File: config.mk
export PLATFORM = sky130hd
export DESIGN_NAME = session_replay_window
export DESIGN_NICKNAME = d
export VERILOG_FILES = /design/src/sv/srw_pkg.sv /design/src/sv/srw_ctrl.sv /design/src/sv/srw_dp.sv /design/src/sv/session_replay_window.sv
export SDC_FILE = /design/constraint.sdc
export NUM_CORES = 2
export LEC_CHECK = 0
export BUFFER_PORTS_ARGS = -buffer_cell sky130_fd_sc_hd__buf_2
export CAP_MARGIN = 15
export CORE_MARGIN = 8
export CORE_UTILIZATION = 57
export CTS_CLUSTER_DIAMETER = 120
export CTS_CLUSTER_SIZE = 30
export DETAILED_ROUTE_END_ITERATION = 10
export PLACE_DENSITY = 0.85
export SYNTH_ARGS = -nofsm -noshare
export SYNTH_HDL_FRONTEND = slang
export SYNTH_HIERARCHICAL = 1
export SYNTH_SLANG_ARGS = --single-unit
export TNS_END_PERCENT = 10
File: constraint.sdc
create_clock -name clk -period 10.98 [get_ports clk]
set_input_delay 0.549 -clock clk [delete_from_list [all_inputs] [get_ports clk]]
set_output_delay 0.549 -clock clk [all_outputs]
set_load 0.02 [all_outputs]
File: src/sv/srw_pkg.sv
// Package for the session replay window block.
// Holds default sizes, verdict codes, controller states and command/status bundles.
// No dependencies.
`default_nettype none

package srw_pkg;

  localparam int ENDPOINTS_DEF     = 3;
  localparam int RETIRED_DEPTH_DEF = 8;
  localparam int WINDOW_BITS_DEF   = 32;

  typedef enum logic [2:0] {
    V_OK      = 3'd0,
    V_BAD     = 3'd1,
    V_RETIRED = 3'd2,
    V_DUP     = 3'd3,
    V_OLD     = 3'd4,
    V_QUERY   = 3'd5
  } verdict_t;

  typedef enum logic [2:0] {
    ST_IDLE,
    ST_LOOKUP,
    ST_SCAN,
    ST_UPDATE,
    ST_RESP
  } state_t;

  // controller -> datapath
  typedef struct packed {
    logic     load;         // capture input transfer
    logic     scan_clr;     // reset retired-list scan
    logic     scan_run;     // step retired-list scan
    logic     set_verdict;  // store a fixed verdict
    verdict_t code;
    logic     update;       // commit window / retire, store computed verdict
  } srw_cmd_t;

  // datapath -> controller
  typedef struct packed {
    logic bad;
    logic query;
    logic same_session;
    logic hit;
    logic scan_done;
  } srw_stat_t;

endpackage

`default_nettype wire

File: src/sv/srw_ctrl.sv
// Controller state machine for the session replay window block.
// Depends on srw_pkg; drives srw_dp through srw_cmd_t, reads srw_stat_t.
`default_nettype none

module srw_ctrl
  import srw_pkg::*;
(
  input  wire logic      clk,
  input  wire logic      rst_n,
  input  wire logic      start,
  input  wire srw_stat_t stat,
  output srw_cmd_t       cmd,
  output logic           busy,
  output logic           out_strobe
);

  state_t state_r, state_nxt;

  always_ff @(posedge clk) begin
    if (!rst_n) begin
      state_r <= ST_IDLE;
    end else begin
      state_r <= state_nxt;
    end
  end

  always_comb begin
    state_nxt       = state_r;
    cmd             = '0;
    cmd.code        = V_OK;
    busy            = 1'b1;
    out_strobe      = 1'b0;
    case (state_r)
      ST_IDLE: begin
        busy = 1'b0;
        if (start) begin
          cmd.load  = 1'b1;
          state_nxt = ST_LOOKUP;
        end
      end
      ST_LOOKUP: begin
        cmd.scan_clr = 1'b1;
        if (stat.bad) begin
          cmd.set_verdict = 1'b1;
          cmd.code        = V_BAD;
          state_nxt       = ST_RESP;
        end else if (stat.query) begin
          cmd.set_verdict = 1'b1;
          cmd.code        = V_QUERY;
          state_nxt       = ST_RESP;
        end else if (stat.same_session) begin
          state_nxt = ST_UPDATE;
        end else begin
          state_nxt = ST_SCAN;
        end
      end
      ST_SCAN: begin
        cmd.scan_run = 1'b1;
        if (stat.hit) begin
          cmd.set_verdict = 1'b1;
          cmd.code        = V_RETIRED;
          state_nxt       = ST_RESP;
        end else if (stat.scan_done) begin
          state_nxt = ST_UPDATE;
        end
      end
      ST_UPDATE: begin
        cmd.update = 1'b1;
        state_nxt  = ST_RESP;
      end
      ST_RESP: begin
        // result fields are held in registers, so the next transfer may start here
        out_strobe = 1'b1;
        busy       = 1'b0;
        if (start) begin
          cmd.load  = 1'b1;
          state_nxt = ST_LOOKUP;
        end else begin
          state_nxt = ST_IDLE;
        end
      end
      default: begin
        state_nxt = ST_IDLE;
      end
    endcase
  end

endmodule

`default_nettype wire

File: src/sv/srw_dp.sv
// Datapath for the session replay window block: input latch, per-pair window state,
// retired-session memory with serial scan, window update and result registers.
// Depends on srw_pkg; commanded by srw_ctrl.
`default_nettype none

module srw_dp
  import srw_pkg::*;
#(
  parameter int ENDPOINTS     = ENDPOINTS_DEF,
  parameter int RETIRED_DEPTH = RETIRED_DEPTH_DEF,
  parameter int WINDOW_BITS   = WINDOW_BITS_DEF
) (
  input  wire logic               clk,
  input  wire logic               rst_n,
  input  wire srw_cmd_t           cmd,
  output srw_stat_t               stat,
  input  wire logic               in_action,
  input  wire logic        [1:0]  in_receiver,
  input  wire logic        [1:0]  in_sender,
  input  wire logic        [31:0] in_session_id,
  input  wire logic signed [31:0] in_sequence_req,
  output logic                    out_accepted,
  output logic             [2:0]  out_verdict,
  output logic             [30:0] out_highest_seen,
  output logic             [31:0] out_history_mask
);

  localparam int PAIRS  = ENDPOINTS * ENDPOINTS;
  localparam int PAIR_W = $clog2(PAIRS);
  localparam int CNT_W  = $clog2(RETIRED_DEPTH + 1);
  localparam int SLOT_W = (RETIRED_DEPTH > 1) ? $clog2(RETIRED_DEPTH) : 1;
  localparam int SUM_W  = CNT_W + 1;
  localparam int MEM_D  = PAIRS * RETIRED_DEPTH;
  localparam int ADDR_W = $clog2(MEM_D);
  localparam int SH_W   = $clog2(WINDOW_BITS);
  localparam logic [SUM_W-1:0] DEPTH_S = SUM_W'(RETIRED_DEPTH);
  localparam logic [WINDOW_BITS-1:0] ONE_W = WINDOW_BITS'(1);

  // captured transfer
  logic        action_r;
  logic [1:0]  rcv_r, snd_r;
  logic [31:0] sess_r;
  logic [31:0] seq_r;

  // per-pair state
  logic [31:0]            cur_r    [PAIRS];
  logic [30:0]            high_r   [PAIRS];
  logic [WINDOW_BITS-1:0] mask_r   [PAIRS];
  logic [CNT_W-1:0]       cnt_r    [PAIRS];
  logic [SLOT_W-1:0]      oldest_r [PAIRS];

  // retired sessions, one ring of RETIRED_DEPTH per pair
  logic [31:0] ret_mem [MEM_D];
  logic [31:0] rd_data_r;

  logic [CNT_W-1:0] scan_i_r;
  logic             cmp_vld_r;
  verdict_t         verdict_r;

  logic [PAIR_W-1:0] pair;
  logic              ep_bad;
  logic [31:0]       cur;
  logic [30:0]       high;
  logic [WINDOW_BITS-1:0] mask;
  logic [CNT_W-1:0]  cnt;
  logic [SLOT_W-1:0] oldest;
  logic              new_sess;
  logic              issue;
  logic [SUM_W-1:0]  rsum, wsum;
  logic [SUM_W-1:0]  rslot, wslot;
  logic [ADDR_W-1:0] raddr, waddr;
  logic              do_retire;
  logic              ring_full;
  logic [SLOT_W-1:0] oldest_inc;

  // window update
  logic [30:0]            base_high, seq31, high_n, diff;
  logic [WINDOW_BITS-1:0] base_mask, mask_n, bit_sel;
  logic [SH_W-1:0]        sh_m1;
  logic                   in_win;
  verdict_t               win_verdict;
  logic [WINDOW_BITS+31:0] mask_ext;

  always_ff @(posedge clk) begin
    if (cmd.load) begin
      action_r <= in_action;
      rcv_r    <= in_receiver;
      snd_r    <= in_sender;
      sess_r   <= in_session_id;
      seq_r    <= in_sequence_req;
    end
  end

  assign ep_bad = (32'(rcv_r) >= ENDPOINTS) || (32'(snd_r) >= ENDPOINTS);
  assign pair   = PAIR_W'(32'(rcv_r) * ENDPOINTS + 32'(snd_r));

  assign cur    = cur_r[pair];
  assign high   = high_r[pair];
  assign mask   = mask_r[pair];
  assign cnt    = cnt_r[pair];
  assign oldest = oldest_r[pair];
  assign new_sess = (sess_r != cur);

  assign stat.bad = ep_bad ||
                    (!action_r && ((sess_r == '0) || (seq_r == '0) || seq_r[31]));
  assign stat.query        = action_r;
  assign stat.same_session = !new_sess;

  // scan: one read issued per cycle, compared the cycle after
  assign issue = cmd.scan_run && (scan_i_r < cnt);
  assign rsum  = SUM_W'(oldest) + SUM_W'(scan_i_r);
  assign rslot = (rsum >= DEPTH_S) ? rsum - DEPTH_S : rsum;
  assign raddr = ADDR_W'(32'(pair) * RETIRED_DEPTH + 32'(rslot));

  assign stat.hit       = cmp_vld_r && (rd_data_r == sess_r);
  assign stat.scan_done = (scan_i_r >= cnt) && !cmp_vld_r;

  always_ff @(posedge clk) begin
    if (!rst_n) begin
      scan_i_r  <= '0;
      cmp_vld_r <= 1'b0;
    end else if (cmd.scan_clr) begin
      scan_i_r  <= '0;
      cmp_vld_r <= 1'b0;
    end else begin
      cmp_vld_r <= issue;
      if (issue) begin
        scan_i_r <= scan_i_r + 1'b1;
      end
    end
  end

  // retire write slot
  assign ring_full  = (cnt >= CNT_W'(RETIRED_DEPTH));
  assign wsum       = ring_full ? SUM_W'(oldest) : SUM_W'(oldest) + SUM_W'(cnt);
  assign wslot      = (wsum >= DEPTH_S) ? wsum - DEPTH_S : wsum;
  assign waddr      = ADDR_W'(32'(pair) * RETIRED_DEPTH + 32'(wslot));
  assign do_retire  = cmd.update && new_sess && (cur != '0);
  assign oldest_inc = (32'(oldest) + 1 >= RETIRED_DEPTH) ? '0 : oldest + 1'b1;

  always_ff @(posedge clk) begin
    if (do_retire) begin
      ret_mem[waddr] <= cur;
    end
    rd_data_r <= ret_mem[raddr];
  end

  // window: slide forward, mark an earlier slot, or reject
  assign base_high = new_sess ? '0 : high;
  assign base_mask = new_sess ? '0 : mask;
  assign seq31     = seq_r[30:0];
  assign diff      = (seq31 > base_high) ? seq31 - base_high : base_high - seq31;
  assign in_win    = (32'(diff) < WINDOW_BITS);
  assign sh_m1     = diff[SH_W-1:0] - 1'b1;
  assign bit_sel   = ONE_W << sh_m1;

  always_comb begin
    high_n      = base_high;
    mask_n      = base_mask;
    win_verdict = V_OK;
    if (seq31 > base_high) begin
      high_n = seq31;
      mask_n = in_win ? ((base_mask << diff[SH_W-1:0]) | bit_sel) : '0;
    end else if (seq31 == base_high) begin
      win_verdict = V_DUP;
    end else if (!in_win) begin
      win_verdict = V_OLD;
    end else if ((base_mask & bit_sel) != '0) begin
      win_verdict = V_DUP;
    end else begin
      mask_n = base_mask | bit_sel;
    end
  end

  always_ff @(posedge clk) begin
    if (!rst_n) begin
      for (int i = 0; i < PAIRS; i++) begin
        cur_r[i]    <= '0;
        high_r[i]   <= '0;
        mask_r[i]   <= '0;
        cnt_r[i]    <= '0;
        oldest_r[i] <= '0;
      end
    end else if (cmd.update) begin
      cur_r[pair]  <= sess_r;
      high_r[pair] <= high_n;
      mask_r[pair] <= mask_n;
      if (do_retire) begin
        if (ring_full) begin
          oldest_r[pair] <= oldest_inc;
        end else begin
          cnt_r[pair] <= cnt + 1'b1;
        end
      end
    end
  end

  always_ff @(posedge clk) begin
    if (!rst_n) begin
      verdict_r <= V_OK;
    end else if (cmd.set_verdict) begin
      verdict_r <= cmd.code;
    end else if (cmd.update) begin
      verdict_r <= win_verdict;
    end
  end

  // result fields follow the pair state, which holds until the next update
  assign mask_ext         = {32'b0, mask};
  assign out_accepted     = (verdict_r == V_OK);
  assign out_verdict      = verdict_r;
  assign out_highest_seen = (verdict_r == V_BAD) ? '0 : high;
  assign out_history_mask = (verdict_r == V_BAD) ? '0 : mask_ext[31:0];

endmodule

`default_nettype wire

File: src/sv/session_replay_window.sv
// Top level of the session replay window block (sliding-window anti-replay check).
// Depends on srw_pkg; instantiates srw_ctrl (state machine) and srw_dp (datapath).
//
//   channel  | handshake                 | payload ports
//   ---------+---------------------------+------------------------------------------
//   input    | start in, busy out        | in_action, in_receiver, in_sender,
//            | (transfer: start & !busy) |   in_session_id, in_sequence_req
//   result   | out_strobe out, 1 cycle   | out_accepted, out_verdict,
//            | (no back-pressure)        |   out_highest_seen, out_history_mask
//
// A query or a rejected argument goes from lookup straight to the strobe state.
// A packet on the current session passes through update first; a new session scans
// the pair's retired list one memory read per cycle (up to RETIRED_DEPTH entries,
// 8 by default); a hit ends it early, else it sees the scan done, then updates.
// A new transfer is taken in the strobe cycle. Reset is synchronous, active low, and
// clears all pair state at once; the retired-session memory needs no clearing since
// only entries below the pair's retired count are ever read.
`default_nettype none

module session_replay_window
  import srw_pkg::*;
#(
  parameter int ENDPOINTS     = ENDPOINTS_DEF,
  parameter int RETIRED_DEPTH = RETIRED_DEPTH_DEF,
  parameter int WINDOW_BITS   = WINDOW_BITS_DEF
) (
  input  wire logic               clk,
  input  wire logic               rst_n,
  input  wire logic               start,
  output logic                    busy,
  input  wire logic               in_action,
  input  wire logic        [1:0]  in_receiver,
  input  wire logic        [1:0]  in_sender,
  input  wire logic        [31:0] in_session_id,
  input  wire logic signed [31:0] in_sequence_req,
  output logic                    out_strobe,
  output logic                    out_accepted,
  output logic             [2:0]  out_verdict,
  output logic             [30:0] out_highest_seen,
  output logic             [31:0] out_history_mask
);

  srw_cmd_t  cmd;
  srw_stat_t stat;

  // sequencing: lookup, optional retired scan, update (skipped for a query, bad argument or retired hit), result
  srw_ctrl u_ctrl (
    .clk        (clk),
    .rst_n      (rst_n),
    .start      (start),
    .stat       (stat),
    .cmd        (cmd),
    .busy       (busy),
    .out_strobe (out_strobe)
  );

  // pair state, retired memory and window arithmetic
  srw_dp #(
    .ENDPOINTS     (ENDPOINTS),
    .RETIRED_DEPTH (RETIRED_DEPTH),
    .WINDOW_BITS   (WINDOW_BITS)
  ) u_dp (
    .clk              (clk),
    .rst_n            (rst_n),
    .cmd              (cmd),
    .stat             (stat),
    .in_action        (in_action),
    .in_receiver      (in_receiver),
    .in_sender        (in_sender),
    .in_session_id    (in_session_id),
    .in_sequence_req  (in_sequence_req),
    .out_accepted     (out_accepted),
    .out_verdict      (out_verdict),
    .out_highest_seen (out_highest_seen),
    .out_history_mask (out_history_mask)
  );

endmodule

`default_nettype wire
# Word level (Yosys, flattened, before mapping)
# Memory sizes are Yosys's and may differ from the RTL's. A register that Yosys moved wholly into a read port is not among the register bits.
# Index checks and enable logic that the tools add are counted.
dict set report word_totals {
  inputBits 72
  reg_bits 80
  wordCells 154
  mem_bits_rw 3222
  n_memories 6
  out_inout_bits 69
}
# memory depth width read_ports rd_ports_with_merged_regs wr line_no
set mem_list {}
lappend mem_list {u_dp.ret_mem 72 32 1 1 1 srw_dp.sv:53} ;# logic [31:0] ret_mem [MEM_D];
lappend mem_list {u_dp.cur_r 9 32 1 0 9 srw_dp.sv:46} ;# logic [31:0] cur_r [PAIRS];
lappend mem_list {u_dp.mask_r 9 32 1 0 9 srw_dp.sv:48} ;# logic [WINDOW_BITS-1:0] mask_r [PAIRS];
lappend mem_list {u_dp.high_r 9 31 1 0 9 srw_dp.sv:47} ;# logic [30:0] high_r [PAIRS];
lappend mem_list {u_dp.cnt_r 9 4 1 0 9 srw_dp.sv:49} ;# logic [CNT_W-1:0] cnt_r [PAIRS];
lappend mem_list {u_dp.oldest_r 9 3 1 0 9 srw_dp.sv:50} ;# logic [SLOT_W-1:0] oldest_r [PAIRS];
dict set report classes {
  magnitude_cmp 10
  bitwise_logic 4
  n_mux 71
  add_sub_neg 14
  eq_ne 10
  multipliers 1
  n_shift 2
  n_reduce_logical 27
}
# operator count
set op_table {}
lappend op_table {{$mux W32} 9}
lappend op_table {{$mux W31} 5}
lappend op_table {{$logic_not A32 Y1} 2}
lappend op_table {{$or A32 B32 Y32} 2}
lappend op_table {{$reduce_bool A32 Y1} 2}
lappend op_table {{$reduce_or A32 Y1} 2}
lappend op_table {{$sub A31 B31 Y31} 2}
lappend op_table {{$mux W3} 12}
lappend op_table {{$mux W4} 9}
lappend op_table {{$and A32 B32 Y32} 1}
lappend op_table {{$eq A32 B32 Y1} 1}
lappend op_table {{$ge A32 B4 Y1 const B} 1}
lappend op_table {{$ne A32 B32 Y1} 1}
lappend op_table {{$shl A1 B5 Y32 const A} 1}
lappend op_table {{$shl A32 B5 Y32} 1}
lappend op_table {{$eq A31 B31 Y1} 1}
lappend op_table {{$gt A31 B31 Y1} 1}
lappend op_table {{$lt A31 B6 Y1 const B} 1}
lappend op_table {{$reduce_or A31 Y1} 1}
lappend op_table {{$mux W1} 30}
lappend op_table {{$mux W5} 3}
lappend op_table {{$pmux W3 S5} 1}
lappend op_table {{$add A7 B5 Y7} 2}
lappend op_table {{$add A3 B4 Y5} 2}
lappend op_table {{other kinds (29)} 46}

# Depth between registers and ports, before layout
# An unclocked memory read counts as a cell.
dict set report depth {
  word_depth 17
  ltp_mapped 44
  depth_no_buf 29
}

# Cells and area by module
# Netlist, hierarchy kept.
# mod cells_each instances seq_area_each_um2 area_per_inst_um2
set modules_own_cells {}
lappend modules_own_cells {srw_dp 9020 1 121066.1 168819.4}
lappend modules_own_cells {srw_ctrl 36 1 60.1 247.7}

# Worst setup path after synthesis
# No wires, ideal clock.
dict set report synth_path {
  path_type {register to register}
  startpoint {register u_dp.rcv_r[1]}
  endpoint {memory u_dp/mask_r[10][21] (netlist bit), data pin}
  setup_slack_ps -444
  t_required_ps 10674
  path_buffers 11
  period_less_slack_ps 11424
  path_stages_with_launch 38
  arrival_time_ps 11119
  setup_ps 306
  path_cell_list {edfxtp_1 fa_1 ha_1 fa_1 buf_2 buf_2 buf_1 mux4_2 mux2i_1 o21ai_0 xnor2_1 nand4_1 nor4_1 and4_1 buf_2 buf_2 buf_2 buf_2 [... 2 more ...] ha_1 buf_2 a211o_1 a21oi_1 o2bb2ai_4 o21a_4 nor2_1 buf_2 mux2_2 a32o_1 o21ai_0 a2111oi_0 nand2_1 buf_2 buf_2 o22ai_1 a41oi_1 inv_1}
}
# element line_no
set synth_lines {}
lappend synth_lines {{start, declared} srw_dp.sv:41} ;# logic [1:0] rcv_r, snd_r;
lappend synth_lines {{start signal, assigned} srw_dp.sv:87} ;# rcv_r <= in_receiver;
lappend synth_lines {{end, declared} srw_dp.sv:48}

==> flow_metrics.py <==
metrics = {
    "run_status": {
        "result_of_the_run": "completed",
    },
    "synth": {
        "syn_inst": 9056,
        "syn_avg_cell_area_sq_um": 18.67,
        "yosysWarningCount": 6,
        "yosys_most_used_dff": "sky130_fd_sc_hd__edfxtp_1",
        "yosys_register_bits": 4048,
        "yosysUniqueCellTypes": 108,
        "ys_async_sr_fraction_pct": 0,
        "synth_fp_nets": 9221,
        "ys_seq_area_share_pct": 71.64,
        "synth_edf_count": 4005,
        "syn_area_sq_um": 169100,
    },
    "sta": {
        "post-route-min-period_ns": 10.67,
        "worst_slew_pin_slew_ns": 1.319,
        "timing.final.setup_violations": 0,
        "timing_max_transition_violations_final": 0,
        "timing.hold.ws_ns": 0.06579,
        "relSlewSlack_pct": 12.09,
        "skew_ns": 0.1066,
        "setup_repair_after_global_routing_missed_its_margin": "no",
        "final.period_utilization_pct": 97.15,
        "max_clock_freq_ghz": 0.09374,
        "timing_hold_violations_final": 0,
    },
    "floorplanning": {
        "die_area_sq_um": 314300,
        "std_cell_rows": 200,
        "ioPinCount": 141,
        "die_h_microns": 560.6,
        "effective_utilization_at_floorplan_pct": 57.11,
        "fp.coreArea_sq_um": 296000,
        "dieWidth_microns": 560.6,
    },
    "setup_path": {
        "crit_path_start_kind": "flop",
        "crit_family": "simple AND/OR/NAND/NOR gates",
        "slowest_stage_delay_on_critical_path_ns": 1.03,
        "critical_path.max_fanout": 34,
        "crit_arrival_ns": 11.39,
        "cp.buffers_inverters": 7,
        "worst_setup_path_end_kind": "flop",
        "worst_path_most_repeated_cell": "sky130_fd_sc_hd__buf_4",
        "path_class": "flop to flop",
        "worst_ep_required_time_ns": 11.70,
        "crit_path_top_delay_cell": "sky130_fd_sc_hd__fa_4",
    },
    "global_route": {
        "grt_max_degree": 137,
        "via_count_of_the_first_global_routing_pass": 94310,
        "grt-ovfl-total": 0,
        "globalRouteTotalUtil_pct": 30.61,
        "global_route_wire_length_before_repair_mm": 692.4,
        "antenna_found_initial": 40,
    },
    "route": {
        "vias": 94460,
        "viasPerCell": 7.137,
        "wl_per_cell_microns": 37.16,
        "wl_mm": 491.8,
        "detail_route.drc_violations": 0,
        "drtIter0Drc": 15180,
        "drt_first_pass_iters": 8,
        "antenna_violating_nets_post_route": 0,
    },
    "cells_and_area": {
        "area_growth_syn_to_layout_pct": 7.407,
        "fin_nets": 9399,
        "final_layout_size_suffix_gt1_share_pct": 23.15,
        "post_layout_nonfiller_instances": 13240,
        "layout.area.seq_sq_um": 121100,
        "filler_cell_count": 19530,
        "multi_input_comb_area_sq_um": 45730,
    },
    "min_path": {
        "worstHoldPathType": "primary input to flop",
    },
    "pwr": {
        "vdd.ir_drop.worst_v": 0.0002448,
        "power.static_leakage_nw": 59.81,
        "power-per-cell-area_nw_per_um2": 217.0,
    },
    "clock_network": {
        "clock_pin_slew_reported_for_the_worst_setup_and_hold_paths_after_clock_tree_synthesis_ns": 0.11,
        "clock_tree.htree_level_count": 4,
        "cts_inserted_buffers": 162,
        "clock_latency_ns": 0.94,
        "cts_num_sinks": 4048,
        "cts_max_path_buffers": 4,
        "cts_tree": "done",
        "clock_tree.root_cell": "sky130_fd_sc_hd__clkbuf_16",
    },
    "placed_design": {
        "placedCellCount": 12940,
        "post-dp-hpwl_mm": 292.8,
        "placement.io_buffers": 140,
        "gp_congestion": 0.9692,
    },
    "flow_run": {
        "drv_cap": 0,
    },
}
==> repair_timing <==
item | 4_1_cts | 5_1_grt
hold buffers | 65 | 1
pin swaps | 1 | 2
hold endpoints to repair | 65 | 1
gates resized for setup | 2 | 11
setup buffers | 1 | 2
endpoints found under the setup margin | 380 | 378
==> synthesized netlist by cell type (9+ instances only) <==
master | instances | area, sq um
sky130_fd_sc_hd__a211o_1 | 13 | 113.9
sky130_fd_sc_hd__a211oi_1 | 25 | 187.7
sky130_fd_sc_hd__a21o_1 | 27 | 202.7
sky130_fd_sc_hd__a21oi_1 | 215 | 1076
sky130_fd_sc_hd__a221oi_1 | 15 | 131.4
sky130_fd_sc_hd__a22oi_1 | 31 | 232.7
sky130_fd_sc_hd__a31oi_1 | 19 | 118.9
sky130_fd_sc_hd__and2_1 | 135 | 844.6
sky130_fd_sc_hd__and3_1 | 277 | 1733
sky130_fd_sc_hd__buf_1 | 84 | 315.3
sky130_fd_sc_hd__buf_2 | 103 | 515.5
sky130_fd_sc_hd__buf_4 | 28 | 210.2
sky130_fd_sc_hd__clkbuf_1 | 376 | 1411
sky130_fd_sc_hd__dfxtp_1 | 43 | 860.8
sky130_fd_sc_hd__edfxtp_1 | 4005 | 120300
sky130_fd_sc_hd__ha_1 | 85 | 1064
sky130_fd_sc_hd__inv_1 | 178 | 668.1
sky130_fd_sc_hd__mux2_2 | 30 | 337.8
sky130_fd_sc_hd__mux2i_1 | 184 | 1842
sky130_fd_sc_hd__mux4_2 | 1170 | 26350
sky130_fd_sc_hd__nand2_1 | 279 | 1047
sky130_fd_sc_hd__nand2b_1 | 19 | 118.9
sky130_fd_sc_hd__nand3_1 | 65 | 325.3
sky130_fd_sc_hd__nand4_1 | 42 | 262.8
sky130_fd_sc_hd__nor2_1 | 828 | 3108
sky130_fd_sc_hd__nor2b_1 | 71 | 444.2
sky130_fd_sc_hd__nor3_1 | 58 | 290.3
sky130_fd_sc_hd__nor4_1 | 47 | 294.0
sky130_fd_sc_hd__o211ai_1 | 36 | 270.3
sky130_fd_sc_hd__o21a_1 | 13 | 97.59
sky130_fd_sc_hd__o21ai_0 | 164 | 820.8
sky130_fd_sc_hd__o21ai_1 | 14 | 70.07
sky130_fd_sc_hd__o21bai_1 | 9 | 67.56
sky130_fd_sc_hd__o22ai_1 | 19 | 118.9
sky130_fd_sc_hd__o31ai_1 | 9 | 67.56
sky130_fd_sc_hd__or2_2 | 9 | 56.30
sky130_fd_sc_hd__or3_1 | 12 | 75.07
sky130_fd_sc_hd__xnor2_1 | 83 | 727.0
sky130_fd_sc_hd__xor2_1 | 43 | 376.6
==> path summary, 6_finish.rpt <==
kind,end,slack [ns],from,cells after the start
hold / removal,u_dp/sess_r[12]$_DFFE_PP_,0.07,in_session_id[12],1
setup reg to reg,u_dp/mask_r[8][15]$_SDFFCE_PN0P_,0.31,u_dp/rcv_r[0]$_DFFE_PP_,33
setup / recovery,u_dp/mask_r[8][15]$_SDFFCE_PN0P_,0.31,u_dp/rcv_r[0]$_DFFE_PP_,33
hold reg to reg,u_dp/scan_i_r[3]$_SDFFE_PP0P_,0.56,u_dp/scan_i_r[3]$_SDFFE_PP0P_,2
==> area by class of cell <==
type | instances | area share (%)
antenna | 25 | 0.03445
clock buffer | 192 | 2.330
clock inverter | 9 | 0.05857
inverter | 180 | 0.3748
multi-input combinational | 4233 | 25.18
sequential | 4048 | 66.70
tap | 3939 | 2.714
timing repair buffer | 609 | 2.601
==> kinds of logic after synthesis <==
kind of cell | synth area share [%]
AO/OA/AOI/OAI | 2.865
buffers and inverters | 1.873
multiplexers | 16.88
flip-flops | 71.64
other | 0.002218
AND/OR/NAND/NOR | 5.358
adder cells (fa/ha/maj) | 0.7238
XOR/XNOR | 0.6527
==> power by group <==
group | switching (W) | total (W) | internal, W
sequential | 0.000170 | 0.0187 | 0.0185
combinational | 0.00849 | 0.0135 | 0.00498
clock | 0.00446 | 0.00724 | 0.00278
total | 0.0131 | 0.0394 | 0.0263
==> metrics by stage <==
| stage | total power [W] | setup slack, ns | instance area (sq um) | setup TNS, ns | util, % |
|---|---|---|---|---|---|
| after floorplan | 0.02706 | -0.09613 | 169100 | -3.076 | - |
| after detailed placement | 0.03203 | -0.3171 | 176400 | -32.96 | 59.58 |
| after global routing | 0.04022 | 0.02065 | 181500 | 0 | 61.32 |
| after CTS | 0.03914 | 0.006659 | 181400 | 0 | 61.27 |
| after global placement | 0.03146 | 0.03275 | 176400 | 0 | 59.57 |
| final | 0.03940 | 0.3126 | 181600 | 0 | 61.34 |
==> sequential cells by signal, indices dropped and copies added, names as in the netlist, 3 cells and up <==
signal / flops
u_dp/scan_i_r: 4
u_dp/out_verdict: 3
u_dp/rd_data_r: 32
u_dp/seq_r: 32
u_dp/oldest_r: 48
u_dp/ret_mem: 2304
u_dp/cnt_r: 64
u_dp/high_r: 496
u_dp/sess_r: 32
u_dp/cur_r: 512
u_ctrl/state_r: 3
u_dp/mask_r: 512
==> cell usage in the layout, fill, tap and decap left out, types with 15 or more instances in the layout <==
cell | Yosys | layout
sky130_fd_sc_hd__ha_1 | 85 | 79
sky130_fd_sc_hd__buf_2 | 103 | 140
sky130_fd_sc_hd__a21oi_1 | 215 | 198
sky130_fd_sc_hd__dfxtp_1 | 43 | 43
sky130_fd_sc_hd__o21ai_1 | 14 | 15
sky130_fd_sc_hd__o211ai_1 | 36 | 36
sky130_fd_sc_hd__nand2b_1 | 19 | 19
sky130_fd_sc_hd__nand3_1 | 65 | 64
sky130_fd_sc_hd__and2_2 | 0 | 44
sky130_fd_sc_hd__o21ai_0 | 164 | 160
sky130_fd_sc_hd__nor2b_1 | 71 | 60
sky130_fd_sc_hd__mux2i_1 | 184 | 173
sky130_fd_sc_hd__nor3_2 | 7 | 17
sky130_fd_sc_hd__diode_2 | 0 | 25
sky130_fd_sc_hd__and3_1 | 277 | 274
sky130_fd_sc_hd__a221oi_1 | 15 | 15
sky130_fd_sc_hd__a21oi_4 | 1 | 18
sky130_fd_sc_hd__nand2_1 | 279 | 261
sky130_fd_sc_hd__mux2_2 | 30 | 30
sky130_fd_sc_hd__a211oi_1 | 25 | 25
sky130_fd_sc_hd__nor4_1 | 47 | 36
sky130_fd_sc_hd__mux4_2 | 1170 | 1170
sky130_fd_sc_hd__inv_1 | 178 | 177
sky130_fd_sc_hd__nor3_1 | 58 | 48
sky130_fd_sc_hd__buf_4 | 28 | 373
sky130_fd_sc_hd__o22ai_1 | 19 | 19
sky130_fd_sc_hd__a31oi_1 | 19 | 19
sky130_fd_sc_hd__xnor2_1 | 83 | 82
sky130_fd_sc_hd__xor2_1 | 43 | 41
sky130_fd_sc_hd__and2_1 | 135 | 90
sky130_fd_sc_hd__edfxtp_1 | 4005 | 4005
sky130_fd_sc_hd__nor2_1 | 828 | 812
sky130_fd_sc_hd__clkbuf_1 | 376 | 27
sky130_fd_sc_hd__clkbuf_16 | 0 | 165
sky130_fd_sc_hd__a22oi_1 | 31 | 31
sky130_fd_sc_hd__buf_12 | 0 | 25
sky130_fd_sc_hd__nand4_1 | 42 | 42
sky130_fd_sc_hd__a21o_1 | 27 | 27
sky130_fd_sc_hd__dlygate4sd3_1 | 0 | 66
==> per-layer routing <==
metal  vias to the layer above  share of wire (%)  global-route usage (%)
met1                     48380                 33                   39.25
li1                      36550                  -                       -
met4                        28                6.3                   15.74
met5                         -              0.040                       0
met2                      8012                 48                   49.78
met3                      1492                 12                   6.670
==> worst reg2reg max path: cells and delay by family (launching register included) <==
family | cells | cell delay (ns)
AOI/OAI and AO/OA | 8 | 2.72
xor gates and xnor gates | 1 | 0.15
adders and majority gates | 4 | 2.09
buffers and inverters | 7 | 1.44
DFF | 1 | 0.51
muxes | 2 | 0.61
and+or+nand+nor | 11 | 2.99
Power figures use the tool's default switching activity.
